===== config.mk =====
export PLATFORM = sky130hd
export DESIGN_NAME = block_transfer_sequencer
export DESIGN_NICKNAME = d
export VERILOG_FILES = /design/src/rtl/bts_pkg.sv /design/src/rtl/block_transfer_sequencer.sv /design/src/rtl/bts_addr_unit.sv /design/src/rtl/bts_sequencer.sv
export SDC_FILE = /design/constraint.sdc
export NUM_CORES = 1
export LEC_CHECK = 0
export BUFFER_PORTS_ARGS = -buffer_cell sky130_fd_sc_hd__clkbuf_2
export CAP_MARGIN = 20
export CORE_MARGIN = 1.5
export CORE_UTILIZATION = 60
export CTS_CLUSTER_SIZE = 10
export DETAILED_ROUTE_END_ITERATION = 6
export PLACE_DENSITY_LB_ADDON = 0.3
export SYNTH_ARGS = -nofsm -noshare
export SYNTH_HDL_FRONTEND = slang
export SYNTH_SLANG_ARGS = --single-unit

===== constraint.sdc =====
create_clock -name clk -period 8.2 [get_ports clk]
set_input_delay 1.64 -clock clk [delete_from_list [all_inputs] [get_ports clk]]
set_output_delay 1.64 -clock clk [all_outputs]
set_load 0.05 [all_outputs]

===== src/rtl/bts_pkg.sv =====
// ----------------------------------------------------------------------------
// bts_pkg: shared types and constants of the block transfer sequencer
// Action codes, sequencer states, address unit controls and helper functions.
// ----------------------------------------------------------------------------
package bts_pkg;

  localparam int LIST_W     = 16;
  localparam int REG_W      = 4;
  localparam int ADDR_W     = 32;
  localparam int BYTES_W    = 7;
  localparam int CNT_W      = 5;
  localparam int IN_DATA_W  = 64;
  localparam int OUT_DATA_W = 48;

  localparam logic [BYTES_W-1:0] EMPTY_LIST_BYTES = 7'd64;
  localparam logic [LIST_W-1:0]  PC_ONLY_LIST     = 16'h8000;
  localparam logic [REG_W-1:0]   PC_REG           = 4'd15;
  localparam logic [ADDR_W-1:0]  WORD_BYTES       = 32'd4;

  typedef enum logic [2:0] {
    ACT_ADVANCE_PC  = 3'd0,
    ACT_WRITEBACK   = 3'd1,
    ACT_TRANSFER    = 3'd2,
    ACT_RESTORE     = 3'd3,
    ACT_FLUSH       = 3'd4,
    ACT_FLUSH_XCHG  = 3'd5,
    ACT_FLUSH_PLAIN = 3'd6
  } action_t;

  typedef enum logic [1:0] {
    ST_IDLE,
    ST_CALC,
    ST_INIT,
    ST_RUN
  } seq_state_t;

  typedef enum logic [1:0] {
    AOP_BASE,
    AOP_FIRST,
    AOP_STEP
  } addr_op_t;

  typedef struct packed {
    addr_op_t op;
    logic     increment;
    logic     pre_index;
  } addr_ctl_t;

  // Count the listed registers.
  function automatic logic [CNT_W-1:0] popcount(input logic [LIST_W-1:0] list);
    logic [CNT_W-1:0] cnt;
    cnt = '0;
    for (int i = 0; i < LIST_W; i++) begin
      cnt = cnt + CNT_W'(list[i]);
    end
    return cnt;
  endfunction

  // Number of the lowest listed register.
  function automatic logic [REG_W-1:0] lowest_reg(input logic [LIST_W-1:0] list);
    logic [REG_W-1:0] idx;
    idx = '0;
    for (int i = LIST_W - 1; i >= 0; i--) begin
      if (list[i]) begin
        idx = REG_W'(i);
      end
    end
    return idx;
  endfunction

endpackage


===== src/rtl/block_transfer_sequencer.sv =====
// ----------------------------------------------------------------------------
// block_transfer_sequencer: multiple-register load/store address sequencer
// Expands one decoded block transfer into its ordered run of actions.
// ----------------------------------------------------------------------------
// A run holds 1 to 19 actions. An instruction is accepted, then the new base
// and the first address are formed in turn in a single shared 32-bit adder,
// then the run issues one action per cycle while the output side does not
// stall, each word address stepped by that same adder. The input is ready
// again as soon as the last action of a run sits in the output register. The
// v5_rules register is taken at each instruction's acceptance and is written
// through the cfg channel, which is always ready.
module block_transfer_sequencer (
  input  logic                                clk,
  input  logic                                rst,
  input  logic                                cfg_valid,
  output logic                                cfg_ready,
  input  logic                                cfg_data,       // v5_rules
  input  logic                                s_axis_tvalid,
  output logic                                s_axis_tready,
  // register_list[15:0], base_reg[19:16], base_value[51:20], increment[52],
  // pre_index[53], is_load[54], base_update[55], s_bit[56], zero[63:57]
  input  logic [bts_pkg::IN_DATA_W-1:0]       s_axis_tdata,
  output logic                                m_axis_tvalid,
  input  logic                                m_axis_tready,
  // action[2:0], reg_index[6:3], addr_or_value[38:7], xfer_load[39],
  // user_bank[40], zero[47:41]
  output logic [bts_pkg::OUT_DATA_W-1:0]      m_axis_tdata,
  output logic                                m_axis_tlast    // last
);

  logic                         v5_rules;
  bts_pkg::action_t             action;
  logic [bts_pkg::REG_W-1:0]    reg_index;
  logic [bts_pkg::ADDR_W-1:0]   addr_or_value;
  logic                         xfer_load;
  logic                         user_bank;

  assign cfg_ready = 1'b1;

  // Hold the rule select
  always_ff @(posedge clk) begin
    if (rst) begin
      v5_rules <= 1'b0;
    end else if (cfg_valid && cfg_ready) begin
      v5_rules <= cfg_data;
    end
  end

  bts_sequencer u_sequencer (
    .clk           (clk),
    .rst           (rst),
    .v5_rules      (v5_rules),
    .in_valid      (s_axis_tvalid),
    .in_ready      (s_axis_tready),
    .register_list (s_axis_tdata[15:0]),
    .base_reg      (s_axis_tdata[19:16]),
    .base_value    (s_axis_tdata[51:20]),
    .increment     (s_axis_tdata[52]),
    .pre_index     (s_axis_tdata[53]),
    .is_load       (s_axis_tdata[54]),
    .base_update   (s_axis_tdata[55]),
    .s_bit         (s_axis_tdata[56]),
    .out_valid     (m_axis_tvalid),
    .out_ready     (m_axis_tready),
    .action        (action),
    .reg_index     (reg_index),
    .addr_or_value (addr_or_value),
    .xfer_load     (xfer_load),
    .user_bank     (user_bank),
    .last          (m_axis_tlast)
  );

  // Pack the result fields
  assign m_axis_tdata = {7'd0, user_bank, xfer_load, addr_or_value, reg_index, action};

endmodule


===== src/rtl/bts_addr_unit.sv =====
// ----------------------------------------------------------------------------
// bts_addr_unit: shared address adder
// One 32-bit add/subtract used for the new base, the first address and
// every address step of a block transfer.
// ----------------------------------------------------------------------------
module bts_addr_unit (
  input  bts_pkg::addr_ctl_t                ctl,
  input  logic [bts_pkg::ADDR_W-1:0]        base_value,
  input  logic [bts_pkg::BYTES_W-1:0]       bytes,
  input  logic [bts_pkg::ADDR_W-1:0]        new_base,
  input  logic [bts_pkg::ADDR_W-1:0]        addr,
  output logic [bts_pkg::ADDR_W-1:0]        result
);

  logic [bts_pkg::ADDR_W-1:0] opa;
  logic [bts_pkg::ADDR_W-1:0] opb;
  logic                       sub;

  // Pick operands for the current step
  always_comb begin
    opa = addr;
    opb = bts_pkg::WORD_BYTES;
    sub = 1'b0;
    unique case (ctl.op)
      bts_pkg::AOP_BASE: begin
        opa = base_value;
        opb = {{(bts_pkg::ADDR_W - bts_pkg::BYTES_W){1'b0}}, bytes};
        sub = !ctl.increment;
      end
      bts_pkg::AOP_FIRST: begin
        // lowest address of the block, stepped by one word when pre_index
        // equals increment
        opa = ctl.increment ? base_value : new_base;
        opb = (ctl.pre_index == ctl.increment) ? bts_pkg::WORD_BYTES : '0;
      end
      bts_pkg::AOP_STEP: begin
        opa = addr;
        opb = bts_pkg::WORD_BYTES;
      end
      default: begin
        opa = addr;
        opb = bts_pkg::WORD_BYTES;
      end
    endcase
  end

  // Add, or subtract through the inverted operand and carry in
  assign result = opa + (opb ^ {bts_pkg::ADDR_W{sub}}) + {{(bts_pkg::ADDR_W-1){1'b0}}, sub};

endmodule


===== src/rtl/bts_sequencer.sv =====
// ----------------------------------------------------------------------------
// bts_sequencer: action sequencer
// Decodes one block transfer, drives the shared address unit and issues the
// run of actions into an output register, one per cycle while the output does not stall.
// ----------------------------------------------------------------------------
module bts_sequencer (
  input  logic                              clk,
  input  logic                              rst,
  input  logic                              v5_rules,
  input  logic                              in_valid,
  output logic                              in_ready,
  input  logic [bts_pkg::LIST_W-1:0]        register_list,
  input  logic [bts_pkg::REG_W-1:0]         base_reg,
  input  logic [bts_pkg::ADDR_W-1:0]        base_value,
  input  logic                              increment,
  input  logic                              pre_index,
  input  logic                              is_load,
  input  logic                              base_update,
  input  logic                              s_bit,
  output logic                              out_valid,
  input  logic                              out_ready,
  output bts_pkg::action_t                  action,
  output logic [bts_pkg::REG_W-1:0]         reg_index,
  output logic [bts_pkg::ADDR_W-1:0]        addr_or_value,
  output logic                              xfer_load,
  output logic                              user_bank,
  output logic                              last
);

  bts_pkg::seq_state_t state, state_next;

  // held instruction
  logic [bts_pkg::LIST_W-1:0]  list, list_next;
  logic [bts_pkg::REG_W-1:0]   base;
  logic [bts_pkg::ADDR_W-1:0]  bval;
  logic [bts_pkg::BYTES_W-1:0] bytes;
  logic                        inc, pre, ld, ub;
  bts_pkg::action_t            flush_kind;
  logic [bts_pkg::ADDR_W-1:0]  new_base;
  logic [bts_pkg::ADDR_W-1:0]  addr;
  logic                        p_pc, p_early, p_sr, p_late, p_flush;

  // decode of the incoming item
  logic                        empty, first, lastb, single, pc_load_in, early, late;
  logic [bts_pkg::LIST_W-1:0]  eff_list, low_mask;
  logic [bts_pkg::BYTES_W-1:0] bytes_in;
  bts_pkg::action_t            kind_in;

  // shared unit
  bts_pkg::addr_ctl_t          actl;
  logic [bts_pkg::ADDR_W-1:0]  sum;

  // output stage
  logic                        out_load, emit, rest;
  bts_pkg::action_t            act_n;
  logic [bts_pkg::REG_W-1:0]   reg_n;
  logic [bts_pkg::ADDR_W-1:0]  val_n;
  logic                        ld_n, ub_n;
  logic                        p_pc_next, p_early_next, p_sr_next, p_late_next, p_flush_next;

  assign in_ready = (state == bts_pkg::ST_IDLE);
  assign out_load = !out_valid || out_ready;

  // Decode the instruction at acceptance
  always_comb begin
    empty      = (register_list == '0);
    eff_list   = (empty && !v5_rules) ? bts_pkg::PC_ONLY_LIST : register_list;
    low_mask   = (bts_pkg::LIST_W'(1) << base_reg) - bts_pkg::LIST_W'(1);
    first      = !empty && ((register_list & low_mask) == '0);
    lastb      = !empty && ((register_list >> base_reg) == bts_pkg::LIST_W'(1));
    single     = (register_list == (bts_pkg::LIST_W'(1) << base_reg));
    pc_load_in = is_load && eff_list[bts_pkg::PC_REG];
    early      = base_update && !is_load && !v5_rules && !first;
    if (is_load) begin
      late = v5_rules ? (!lastb || single) : !eff_list[base_reg];
    end else begin
      late = !early;
    end
    bytes_in = empty ? bts_pkg::EMPTY_LIST_BYTES
                     : {bts_pkg::popcount(register_list), 2'b00};
    if (s_bit) begin
      kind_in = bts_pkg::ACT_FLUSH;
    end else if (v5_rules) begin
      kind_in = bts_pkg::ACT_FLUSH_XCHG;
    end else begin
      kind_in = bts_pkg::ACT_FLUSH_PLAIN;
    end
  end

  // Drive the shared address unit by state
  always_comb begin
    actl.increment = inc;
    actl.pre_index = pre;
    unique case (state)
      bts_pkg::ST_CALC: actl.op = bts_pkg::AOP_BASE;
      bts_pkg::ST_INIT: actl.op = bts_pkg::AOP_FIRST;
      default:          actl.op = bts_pkg::AOP_STEP;
    endcase
  end

  bts_addr_unit u_addr_unit (
    .ctl        (actl),
    .base_value (bval),
    .bytes      (bytes),
    .new_base   (new_base),
    .addr       (addr),
    .result     (sum)
  );

  // Next state and the next action of the run
  always_comb begin
    state_next   = state;
    list_next    = list;
    p_pc_next    = p_pc;
    p_early_next = p_early;
    p_sr_next    = p_sr;
    p_late_next  = p_late;
    p_flush_next = p_flush;
    act_n        = bts_pkg::ACT_ADVANCE_PC;
    reg_n        = '0;
    val_n        = '0;
    ld_n         = 1'b0;
    ub_n         = 1'b0;
    rest         = 1'b0;
    emit         = 1'b0;
    unique case (state)
      bts_pkg::ST_IDLE: begin
        if (in_valid) begin
          state_next = bts_pkg::ST_CALC;
        end
      end
      bts_pkg::ST_CALC: begin
        state_next = bts_pkg::ST_INIT;
      end
      bts_pkg::ST_INIT: begin
        state_next = bts_pkg::ST_RUN;
      end
      bts_pkg::ST_RUN: begin
        emit = out_load;
        if (p_pc) begin
          p_pc_next = 1'b0;
          rest      = p_early || (|list) || p_sr || p_late || p_flush;
        end else if (p_early) begin
          act_n        = bts_pkg::ACT_WRITEBACK;
          reg_n        = base;
          val_n        = new_base;
          p_early_next = 1'b0;
          rest         = (|list) || p_sr || p_late || p_flush;
        end else if (|list) begin
          act_n     = bts_pkg::ACT_TRANSFER;
          reg_n     = bts_pkg::lowest_reg(list);
          val_n     = addr;
          ld_n      = ld;
          ub_n      = ub;
          list_next = list & (list - bts_pkg::LIST_W'(1));
          rest      = (|list_next) || p_sr || p_late || p_flush;
        end else if (p_sr) begin
          act_n     = bts_pkg::ACT_RESTORE;
          p_sr_next = 1'b0;
          rest      = p_late || p_flush;
        end else if (p_late) begin
          act_n       = bts_pkg::ACT_WRITEBACK;
          reg_n       = base;
          val_n       = new_base;
          p_late_next = 1'b0;
          rest        = p_flush;
        end else begin
          act_n        = flush_kind;
          p_flush_next = 1'b0;
          rest         = 1'b0;
        end
        if (out_load && !rest) begin
          state_next = bts_pkg::ST_IDLE;
        end
      end
      default: begin
        state_next = bts_pkg::ST_IDLE;
      end
    endcase
  end

  // Control registers
  always_ff @(posedge clk) begin
    if (rst) begin
      state     <= bts_pkg::ST_IDLE;
      out_valid <= 1'b0;
      p_pc      <= 1'b0;
      p_early   <= 1'b0;
      p_sr      <= 1'b0;
      p_late    <= 1'b0;
      p_flush   <= 1'b0;
    end else begin
      state <= state_next;
      if (emit) begin
        out_valid <= 1'b1;
      end else if (out_ready) begin
        out_valid <= 1'b0;
      end
      if (in_valid && in_ready) begin
        p_pc    <= !pc_load_in;
        p_early <= early;
        p_sr    <= s_bit && pc_load_in;
        p_late  <= base_update && late;
        p_flush <= pc_load_in;
      end else if (emit) begin
        p_pc    <= p_pc_next;
        p_early <= p_early_next;
        p_sr    <= p_sr_next;
        p_late  <= p_late_next;
        p_flush <= p_flush_next;
      end
    end
  end

  // Instruction, address and output payload
  always_ff @(posedge clk) begin
    if (in_valid && in_ready) begin
      list       <= eff_list;
      base       <= base_reg;
      bval       <= base_value;
      bytes      <= bytes_in;
      inc        <= increment;
      pre        <= pre_index;
      ld         <= is_load;
      ub         <= s_bit && !pc_load_in;
      flush_kind <= kind_in;
    end else if (emit) begin
      list <= list_next;
    end
    if (state == bts_pkg::ST_CALC) begin
      new_base <= sum;
    end
    // load the first address, then step it once per word moved
    if (state == bts_pkg::ST_INIT || (emit && act_n == bts_pkg::ACT_TRANSFER)) begin
      addr <= sum;
    end
    if (emit) begin
      action        <= act_n;
      reg_index     <= reg_n;
      addr_or_value <= val_n;
      xfer_load     <= ld_n;
      user_bank     <= ub_n;
      last          <= !rest;
    end
  end

endmodule


* Word level (Yosys, flattened, before mapping)
Cells that the tools add are included.
** Storage, ports and cells
- Flip-flop bits (word level) :: 181
- Bits of input ports :: 70
- Output and inout port bits :: 52
- Word-level logic and storage cells :: 212
** Cells by class
- Add/sub/neg operators :: 19
- $lt $le $gt $ge :: 1
- Equality and inequality tests :: 14
- Shift operators :: 2
- Multiplexer cells :: 88
- Bitwise logic cells :: 5
- Reductions and logical operators :: 57
** Operators with widths (number)
- $mux W32 :: 5
- $mux W16 :: 7
- $mux W4 :: 20
- $add A5 B1 Y5 :: 14
- $pmux W32 S2 :: 1
- $mux W1 :: 41
- $add A32 B1 Y32 :: 1
- $add A32 B32 Y32 :: 1
- $and A16 B16 Y16 :: 2
- $logic_not A16 Y1 :: 2
- $reduce_or A16 Y1 :: 2
- $xor A32 B32 Y32 :: 1
- $mux W3 :: 7
- $eq A16 B1 Y1 const B :: 1
- $eq A16 B16 Y1 :: 1
- $shl A1 B4 Y16 const A :: 1
- $shr A16 B4 Y16 :: 1
- $sub A16 B1 Y16 const B :: 1
- $sub A16 B2 Y16 const B :: 1
- $logic_or A1 B1 Y1 :: 14
- $pmux W7 S2 :: 1
- $logic_and A1 B1 Y1 :: 13
- $logic_not A1 Y1 :: 12
- $ne A2 B2 Y1 const B :: 5
- other kinds (20) :: 31

* Longest topological paths before layout
- Depth in word-level cells :: 18
- Gate-level depth with buffers :: 17
- Mapped depth without buffers :: 15

* Cells and area by module
From an unflattened synthesis, not the netlist that was laid out.
** Second synthesis, totals
- Cells, all modules :: 1044
- Area total of the unflattened synthesis :: 11005.6 µm²
** By module, submodules not included
- bts_sequencer :: times used 1, cells each 663, area an instance 8381.8 µm², sequential area each 5235.0 µm²
- bts_addr_unit :: times used 1, cells each 366, area an instance 2507.4 µm², sequential area each 0.0 µm²
- block_transfer_sequencer :: times used 1, cells each 15, area an instance 116.4 µm², sequential area each 20.0 µm²

* Least setup slack after synthesis
Ideal clock, no wire load.
- Path kind :: input-to-reg
- Start point :: input port s_axis_tdata[1] (netlist name)
- End point :: register u_sequencer.bytes[6] (netlist name), data pin
- Setup time :: 271 ps
- Arrival :: 5007 ps
- Required time :: 7929 ps
- Path slack :: 2922 ps
- Stages :: 14
- Path buffers :: 0
- Path through :: inv_1 ha_1 inv_1 fa_1 inv_1 fa_1 fa_1 inv_1 fa_1 inv_1 fa_1 fa_1 a21oi_1 o21ai_0
** On the way
- Longest elaborated chain between the ends :: 15
- Elaborated cells between the ends (all ways) :: 16
- Classes of those cells :: 15 x add/sub; 1 x reduce/logical
** Ends and longest elaborated chain
- start: declaration :: RTL line block_transfer_sequencer.sv:22 : input logic [bts_pkg::IN_DATA_W-1:0] s_axis_tdata,
- $add A1 B1 Y2 :: RTL line bts_pkg.sv:54 : cnt = cnt + CNT_W'(list[i]);
- $add A5 B1 Y5 (14 in a row) :: RTL line bts_pkg.sv:54
- end signal: assignment :: RTL line bts_sequencer.sv:221 : bytes <= bytes_in;
- end: declaration :: RTL line bts_sequencer.sv:36 : logic [bts_pkg::BYTES_W-1:0] bytes;
Several ways; a longest one is shown, not always the timed one.
A chain may end at the register's enable or synchronous reset.

* Worst setup path in the final report
- Start point :: register u_sequencer.state[0]
- End point :: register u_sequencer.new_base[24] (netlist name), data pin
** On the way
- Longest elaborated chain between the ends :: 7
- Elaborated cells between the ends (all ways) :: 11
- Classes of those cells :: 2 x add/sub; 3 x eq/ne; 4 x mux; 1 x bitwise; 1 x reduce/logical
** Ends and longest elaborated chain
- start: declaration :: RTL line bts_sequencer.sv:30 : bts_pkg::seq_state_t state, state_next;
- start signal: assignment :: RTL line bts_sequencer.sv:185 : state <= bts_pkg::ST_IDLE;
- start signal: assignment :: RTL line bts_sequencer.sv:193 : state <= state_next;
- $eq A2 B2 Y1 / $eq A2 B1 Y1 (equally long branches) :: RTL line bts_sequencer.sv:94 : unique case (state)
- $pmux W2 S2 * :: RTL line bts_sequencer.sv:94
- $eq A2 B1 Y1 / $logic_not A2 Y1 (equally long branches) :: RTL line bts_addr_unit.sv:24 : unique case (ctl.op)
- $pmux W7 S2 / $mux W1 (equally long branches) :: RTL line bts_addr_unit.sv:24
- $xor A32 B32 Y32 :: RTL line bts_addr_unit.sv:48 : assign result = opa + (opb ^ {bts_pkg::ADDR_W{sub}}) + {{(bts_pkg::ADDR_W-1){1'b0}}, sub};
- $add A32 B32 Y32 :: RTL line bts_addr_unit.sv:48
- $add A32 B1 Y32 * :: RTL line bts_addr_unit.sv:48
- net u_sequencer.sum (one bit) :: RTL line bts_sequencer.sv:51 : logic [bts_pkg::ADDR_W-1:0] sum;
- end signal: assignment :: RTL line bts_sequencer.sv:231 : new_base <= sum;
- end: declaration :: RTL line bts_sequencer.sv:39 : logic [bts_pkg::ADDR_W-1:0] new_base;
The timed path passes the listed nets; every way through them passes the cells marked *.

==> key figures <==
CTS
  – Cts-stage hold buffer count: 0
  – H-tree lvl count: 4
  – Latest clock arrival within the worst-skew pair: 0.44 ns
  – Sink count of the clock tree: 178
  – Number of buffers on the longest clock path: 2
  – Setup bufs post-CTS: 0
  – Num CTS Buffers: 17
  – Reg clk slew, reported paths: 0.06 ns
  – TritonCTS clock tree: built
  – # resized after CTS: 0
  – Buffer cell driving the clock tree root: sky130_fd_sc_hd__clkbuf_16

STA
  – Achievable Freq: 0.194 GHz
  – Number of slew-limit violations in the final report: 0
  – Hold Slack: 0.507 ns
  – Count of final hold-check violations: 0
  – RSZ-0062 raised after global routing: false
  – Aggregate negative setup slack: 0 ns
  – Layout Skew: 0.00818 ns
  – Tightest slew margin relative to the limit: 29.2%
  – Final critical-path share of the clock period: 63.0%
  – Pin slew with the least headroom to its limit: 1.06 ns
  – Post-layout minimum cycle time: 5.16 ns
  – Final setup viols: 0

Status
  – Status: complete, no violations

Finish
  – Number of antenna cells inserted: 0
  – Share of post-route cells with drive strength above 1: 16.0%
  – End-of-flow core utilization: 68.3%
  – Total Nets Final: 1178
  – Synthesis-to-finish area growth: 11.2%
  – Finished Layout Cells: 1293
  – Total of fill cells in the finished design: 1286

Critical path
  – Worst-path fanout max: 45
  – Required time at the endpoint of the critical path: 8.36 ns
  – Worst setup slack for register-to-register paths: 3.04 ns
  – Largest stage delay on the critical path: 0.68 ns
  – Worst setup SP type: flop
  – Ordered list of cells on the worst path: inv_1 -> ha_1 -> buf_4 -> inv_1 -> nor2_2 -> buf_4 -> a221o_1 -> ha_1 -> a21oi_1 -> nand2_1 -> a211o_1 -> a31o_2 -> a211o_1 -> a2111oi_0 -> nor3_1
  – Data arrival time of the critical path: 5.33 ns
  – CP max-delay cell: sky130_fd_sc_hd__nor2_2
  – Endpoint class of the critical path: flop
  – Crit Path Category: reg2reg
  – Launching element of the worst setup path: u_sequencer.state[0]$_SDFFE_PP0P_
  – Reg2reg start: u_sequencer.state[0]$_SDFFE_PP0P_

Power and ir drop
  – Power per Cell Area: 395 nW/um2
  – Post-route total power: 4670 uW
  – Total leakage power: 0.00464 uW
  – Largest voltage drop on the vdd net: 0.000238 V

Routing
  – Mean routed wirelength per cell: 19.8 um
  – DRC: 0
  – Total Wirelength: 25.6 mm
  – ANT nets after route: 0
  – Initial drt markers: 994
  – Routed via count divided by cell count: 6.52
  – Detailed-router iteration count before antenna repair: 5
  – Total number of vias: 8432

Flow run
  – Maximum Capacitance Violations: 0

Place
  – Routability Congestion: 0.957
  – Half-perimeter wire length of the detailed placement result: 17.5 mm
  – Total of buffers placed on input and output ports: 106
  – Number of placed cells counting well taps: 1261

Logic synthesis
  – Synth cell types: 82
  – Synth Cell Area: 10600 um2
  – Post-synthesis share of cell area spent on full adders, half adders and majority gates: 7.34%
  – Post-synthesis area per instance: 10.9 um2
  – Gate count after technology mapping: 978
  – Synthesized-area fraction occupied by xor and xnor cells: 2.39%
  – Main synth FF type: sky130_fd_sc_hd__edfxtp_1
  – Synth Warn #: 0
  – Simple-gate portion of the synthesized area: 13.8%
  – Number of enable-type register cells in the synthesized netlist: 169
  – Proportion of synthesized flip-flops having asynchronous set or reset: 0%
  – Yosys reg bits: 178
  – Largest family of logic cells by synthesized area: compound AO/OA/AOI/OAI gates
  – Proportion of synthesized area in mux cells: 1.38%
  – Synthesized-area fraction occupied by ao, oa, aoi and oai cells: 21.2%
  – Proportion of synthesized chip area in sequential cells: 49.5%

GRT
  – All-Layer GR Usage: 28.1%
  – Via count of the first global-routing pass: 7851
  – First-pass GRT wire length: 40.0 mm
  – Remaining global-route overflow: 0
  – Maximum number of pins on one net before global-route repair: 46
  – Antenna violations before repair: 0

Floorplan
  – Vertical die dimension: 136 um
  – Std-Cell Core Area: 17300 um2
  – Starting density of the core: 61.4%
  – Width of the chip: 136 um
  – Number of cell rows: 48
  – # IOs: 122
  – Overall die area: 18500 um2

Min path
  – Launch point of the worst hold path: u_sequencer.p_flush$_SDFFE_PP0P_
  – Hold/Removal Path Class: reg2reg
==> cell usage in the layout (no fill, tap or decap), drive strengths merged, types with 11 or more instances in the layout <==
master | netlist | layout
inv | 45 | 53
nor2b | 38 | 38
nor4 | 13 | 13
nand2b | 18 | 18
a21o | 21 | 21
clkbuf | 42 | 123
edfxtp | 169 | 169
a22o | 31 | 31
nand2 | 61 | 61
ha | 43 | 43
a21oi | 70 | 70
a221o | 30 | 30
nor3 | 24 | 24
and3 | 12 | 12
o21ai | 62 | 62
o31ai | 13 | 13
nand3 | 26 | 26
nor2 | 45 | 45
xnor2 | 19 | 19
o211ai | 11 | 11
==> power breakdown <==
part	switching [uW]	leakage, uW	internal [uW]
logic	1360	0.00270	796
clock network	368	0.000275	428
registers	191	0.00167	1520
total	1920	0.00464	2750
==> metal layers <==
metal  part of all wire, %  vias up  GRT usage [%]
li1                      -     3908              -
met1                    42     4080           36.6
met2                    49      388           47.3
met3                   6.9       56           4.85
met4                   2.3        0           10.5
met5                     0        -              0
==> final cells by class <==
class	count	area [um2]	share of cell area (%)
sequential	178	5260	44.5
clock inverter	15	148	1.25
tap	225	282	2.38
multi-input combinational	698	4940	41.8
inverter	45	169	1.43
timing repair buffer	115	598	5.06
clock buffer	17	425	3.60
==> synth_stat cells, types with 4 or more instances <==
cell | instances | area (um2)
sky130_fd_sc_hd__a211oi_1 | 4 | 30.0
sky130_fd_sc_hd__a21o_1 | 21 | 158
sky130_fd_sc_hd__a21oi_1 | 70 | 350
sky130_fd_sc_hd__a221o_1 | 30 | 300
sky130_fd_sc_hd__a22o_1 | 31 | 272
sky130_fd_sc_hd__a31oi_1 | 4 | 25.0
sky130_fd_sc_hd__and2_1 | 4 | 25.0
sky130_fd_sc_hd__and3_1 | 12 | 75.1
sky130_fd_sc_hd__buf_2 | 6 | 30.0
sky130_fd_sc_hd__buf_4 | 12 | 90.1
sky130_fd_sc_hd__clkbuf_1 | 42 | 158
sky130_fd_sc_hd__dfxtp_1 | 9 | 180
sky130_fd_sc_hd__edfxtp_1 | 169 | 5070
sky130_fd_sc_hd__fa_1 | 10 | 200
sky130_fd_sc_hd__ha_1 | 43 | 538
sky130_fd_sc_hd__inv_1 | 41 | 154
sky130_fd_sc_hd__inv_2 | 4 | 15.0
sky130_fd_sc_hd__mux2i_1 | 9 | 90.1
sky130_fd_sc_hd__nand2_1 | 61 | 229
sky130_fd_sc_hd__nand2b_1 | 18 | 113
sky130_fd_sc_hd__nand3_1 | 25 | 125
sky130_fd_sc_hd__nand4_1 | 6 | 37.5
sky130_fd_sc_hd__nor2_1 | 44 | 165
sky130_fd_sc_hd__nor2b_1 | 38 | 238
sky130_fd_sc_hd__nor3_1 | 23 | 115
sky130_fd_sc_hd__nor3b_1 | 4 | 30.0
sky130_fd_sc_hd__nor4_1 | 11 | 68.8
sky130_fd_sc_hd__o2111ai_1 | 5 | 43.8
sky130_fd_sc_hd__o211ai_1 | 11 | 82.6
sky130_fd_sc_hd__o21a_1 | 9 | 67.6
sky130_fd_sc_hd__o21ai_0 | 46 | 230
sky130_fd_sc_hd__o21ai_1 | 16 | 80.1
sky130_fd_sc_hd__o21bai_1 | 7 | 52.6
sky130_fd_sc_hd__o221ai_1 | 6 | 52.6
sky130_fd_sc_hd__o22ai_1 | 8 | 50.1
sky130_fd_sc_hd__o31ai_1 | 13 | 97.6
sky130_fd_sc_hd__or3_1 | 6 | 37.5
sky130_fd_sc_hd__or4_1 | 4 | 30.0
sky130_fd_sc_hd__xnor2_1 | 19 | 166
sky130_fd_sc_hd__xor2_1 | 10 | 87.6
==> worst paths after layout <==
kind                                             end  cells after the start
setup / recovery  u_sequencer.new_base[24]$_DFFE_PN_                     15
setup reg to reg  u_sequencer.new_base[24]$_DFFE_PN_                     15
hold / removal      u_sequencer.p_flush$_SDFFE_PP0P_                      2
hold reg to reg     u_sequencer.p_flush$_SDFFE_PP0P_                      2
==> critical path, delay by kind of cell (launching register included) <==
family / cells / cell delay (ns)
adders and majority gates: 2 / 0.58
AOI/OAI and AO/OA: 6 / 1.84
DFF: 1 / 0.40
buffers and inverters: 4 / 1.14
and+or+nand+nor: 3 / 0.93
==> stage by stage <==
stage          setup WS (ns)  instance area, um2
6_report                3.04               11800
5_1_grt                 2.73               11800
4_1_cts                 3.04               11800
3_5_place_dp            2.58               11200
3_3_place_gp            2.63               11200
2_1_floorplan           2.92               10600
==> kinds of logic after synthesis <==
family,Yosys count
mux,12
xor+xnor,29
flops,178
buf+inv,108
simple gates,274
other cells,2
fa+ha+maj,57
compound gates,318
Note: power is estimated with default switching activity, not from simulation.
